--- src/hdl/packet_log_aggregation_table_macros.svh ---
// Assertion helpers for the aggregation table; clk and arst_n come from the using module.
`ifndef PACKET_LOG_AGGREGATION_TABLE_MACROS_SVH
`define PACKET_LOG_AGGREGATION_TABLE_MACROS_SVH

// Same-cycle implication.
`define PLAT_ASSERT_NOW(label, ante, cons, msg) \
	label: assert property (@(posedge clk) disable iff (!arst_n) (ante) |-> (cons)) \
		else $error(msg);

// Next-cycle implication.
`define PLAT_ASSERT_NEXT(label, ante, cons, msg) \
	label: assert property (@(posedge clk) disable iff (!arst_n) (ante) |=> (cons)) \
		else $error(msg);

`endif

--- src/hdl/plat_ram.sv ---
`default_nettype none

module plat_ram #(
	parameter int unsigned WIDTH = 8,
	parameter int unsigned DEPTH = 64
) (
	input  wire logic                     clk,
	input  wire logic                     wr_en,
	input  wire logic [$clog2(DEPTH)-1:0] wr_addr,
	input  wire logic [WIDTH-1:0]         wr_data,
	input  wire logic                     rd_en,
	input  wire logic [$clog2(DEPTH)-1:0] rd_addr,
	output logic      [WIDTH-1:0]         rd_data
);
	logic [WIDTH-1:0] mem_q [DEPTH];

	always_ff @(posedge clk) begin
		if (wr_en) begin
			mem_q[wr_addr] <= wr_data;
		end
		if (rd_en) begin
			rd_data <= mem_q[rd_addr];
		end
	end
endmodule

`default_nettype wire
--- config.mk ---
export PLATFORM = sky130hd
export DESIGN_NAME = plat_ram
export DESIGN_NICKNAME = d
export VERILOG_FILES = /design/src/hdl/packet_log_aggregation_table_macros.svh /design/src/hdl/plat_ram.sv
export SDC_FILE = /design/constraint.sdc
export NUM_CORES = 1
export LEC_CHECK = 0
export BUFFER_PORTS_ARGS = -buffer_cell sky130_fd_sc_hd__buf_4
export CAP_MARGIN = 40
export CORE_AREA = 2 2 263 265
export DETAILED_ROUTE_END_ITERATION = 10
export DIE_AREA = 0 0 265 267
export PLACE_DENSITY = 0.42
export SETUP_SLACK_MARGIN = 0.1
export SLEW_MARGIN = 5
export SYNTH_ARGS = -nofsm -noshare
export SYNTH_HDL_FRONTEND = slang
export SYNTH_SLANG_ARGS = --single-unit
--- constraint.sdc ---
create_clock -name clk -period 3 [get_ports clk]
set_input_delay 0.45 -clock clk [delete_from_list [all_inputs] [get_ports clk]]
set_output_delay 0.45 -clock clk [all_outputs]
set_load 0.05 [all_outputs]
==> flow_metrics.tcl <==
set metrics [dict create \
    vias_per_cell 4.80 \
    syn_inst 940 \
    powerDensity_nw_per_um2 660 \
    status "completed" \
    synth.distinct_cells 39 \
    leakage_uw 0.00754 \
    drv_slew 0 \
    slowest_stage "a2111oi_0" \
    clock-sinks 520 \
    cts_tree "done" \
    synth_top_family_by_area "multiplexers" \
    cts_hold_buf 0 \
    core_area_um2 68000 \
    drc_errors 0 \
    busiest_layer "met2" \
    finalCritPeriodShare 0.832 \
    final-setup-viol-count 0 \
    globalplace.congestion 0.727 \
    row_count 96 \
    grt_max_degree 65 \
    ys.warnings.count 0 \
    min_period_ns 2.50 \
    max_freq_mhz 401 \
    dieWidth_um 265 \
    worst-slew-pin-transition_ns 0.864 \
    htreeDepth 2 \
    syn_avg_cell_area_um2 21.5 \
    dpl_cell_area_um2 22100 \
    required_ns 3.35 \
    path_class "in2reg" \
    seq_area_frac_synth 0.771 \
    grt_overflow_total 0 \
    nets 1099 \
    boundaryPins 31 \
    critical-path-top-delay-family "buffers and inverters" \
    ys_ff_latch 520 \
    dr.pass1.iters 5 \
    die_y_um 267 \
    clockBufferDepth 3 \
    area_delta_synth_final_pct 18.2 \
    cts_root_buf "clkbuf_16" \
    fp.dieArea_um2 70800 \
    use_met2 0.239 \
    numCtsBuffers 55 \
    clk_pin_slew_worst_paths_ns 0.06 \
    antenna_found_initial 1 \
    relSlewSlack 0.409 \
    grt_pass1_wl_mm 74.5 \
    synthDominantCellAreaShare 0.771 \
    fin_skew_ns 0.0229 \
    worst_setup_path_start_kind "input pin" \
    ant_nets 0 \
    drt_iter0_drc 868 \
    synthFlopType "edfxtp_1" \
    crit_chain "clkbuf_8 -> buf_12 -> mux4_2 -> a2111oi_0 -> buf_4 -> o41ai_1" \
    synth_edf_count 520 \
    hold_path_class "in2reg" \
    synthArstFlopShare 0 \
    drt-total-wl_mm 51.3 \
    path_max_fanout 33 \
    final_area_um2 23900 \
    synthTopCellsByArea "edfxtp_1 77%, mux4_2 14%, nor2_1 1.5%, mux2i_1 1.1%, mux2_2 0.72%" \
    layout_commonest_cell "edfxtp_1" \
    rsz0062_at_grt "no" \
    hpwl_mm 31.5 \
    cts_setup_buffers 0 \
    mostFrequentLayoutCells "520 x edfxtp_1, 126 x mux4_2, 122 x buf_4, 83 x nor2_1, 56 x clkbuf_16" \
    clock_latency_ns 0.60 \
    synth_compound_area_frac 0.0206 \
    portBuffers 30 \
    grt_pass1_vias 10100 \
    synth_top_cell_by_area "edfxtp_1" \
    synth_xor_area_frac 0 \
    synth_fa_ha_area_frac 0 \
    vias 9615 \
    max_stage_delay_ns 0.81 \
    grt_util_met1 0.206 \
    cts-resized-gates 0 \
    worstSetupEndpointType "register" \
    total_power_uw 15800 \
    use_met3 0.0256 \
    peakVddDrop_v 0.000449 \
    hold_viol 0 \
    yosys.area_share.simple 0.0337 \
    crit_arrival_ns 2.84 \
    grtUsageTotal 0.147 \
    initial_core_util 0.298 \
    wl_per_cell_um 25.6 \
    drv_cap 0 \
    cp.buffers_inverters 3 \
    final.setup.tns_ns 0 \
    synthesis.area_um2 20200 \
    synth.area.mux_share 0.159 \
    drive_gt1_frac 0.313 \
    synth_nets 963 \
]
## worst reg2reg max path, cell delays in order, from the launching register on
cell and delay, ns:
edfxtp_1 0.36, mux4_2 0.44, nor2b_1 0.16, a2111oi_0 0.78, buf_4 0.23, o41ai_1 0.07
## flip-flops by register name, indices dropped and copies added (netlist names)
name / cells
rd_data: 8
mem_q: 512
## cells in the mapped netlist (all sizes together) (3+ instances only)
library cell / instances
nor2b: 14
nand2: 19
nor3: 7
a211oi: 4
nand3: 13
a221oi: 6
clkbuf: 17
o2111ai: 3
o22ai: 8
a22oi: 3
nand3b: 3
mux2: 13
nor2: 83
o21ai: 4
edfxtp: 520
buf: 34
o2bb2ai: 3
a21oi: 3
nand2b: 7
mux4: 126
o221ai: 8
mux2i: 23
## area by class of cell
class | count | area, µm²
timing repair buffer | 130 | 1070
clock inverter | 31 | 370
antenna | 1 | 2.50
fill | 6322 | 44100
multi-input combinational | 369 | 4320
sequential | 520 | 15600
tap | 882 | 1100
clock buffer | 69 | 1450
## power breakdown
part	switching (µW)	internal (µW)	total, µW
clock	2790	4100	6890
sequential	21.4	8060	8080
combinational	515	311	826
## logic make-up (layout without fill, tap and decap cells)
kind of cell,Yosys count,in the layout
DFF,520,520
buffers and inverters,51,230
and+or+nand+nor,153,153
other,0,1
AOI/OAI and AO/OA,54,54
muxes,162,162
## layer usage
metal  vias to the layer above  share of wire
li1                       4210              -
met1                      5164           0.46
met2                       175           0.48
met3                        64          0.039
met4                         2          0.019
met5                         -        0.00023
## per-stage QoR
| stage | util | std cells | hold WS [ns] | setup slack (ns) |
|---|---|---|---|---|
| floorplan | - | 940 | 0.549 | 0.744 |
| finish | 0.352 | 2002 | 0.186 | 0.504 |
| CTS | 0.352 | 2001 | 0.152 | 0.588 |
| global placement | 0.325 | 1901 | 0.797 | -0.0265 |
| global route | 0.352 | 2001 | 0.163 | 0.481 |
| detailed placement | 0.325 | 1901 | 0.795 | -0.0613 |
## path summary, 6_finish.rpt
kind | depth (start not counted) | to | slack (ns) | start
max | 6 | rd_data[3] | 0.50 | rd_addr[0]
min | 1 | rd_data[7] | 0.19 | rd_en
max reg2reg | 5 | rd_data[3] | 0.72 | mem_q[1][3]
min reg2reg | 3 | rd_data[6] | 0.92 | mem_q[31][6]
No activity file was read; power rests on OpenSTA's default activity.
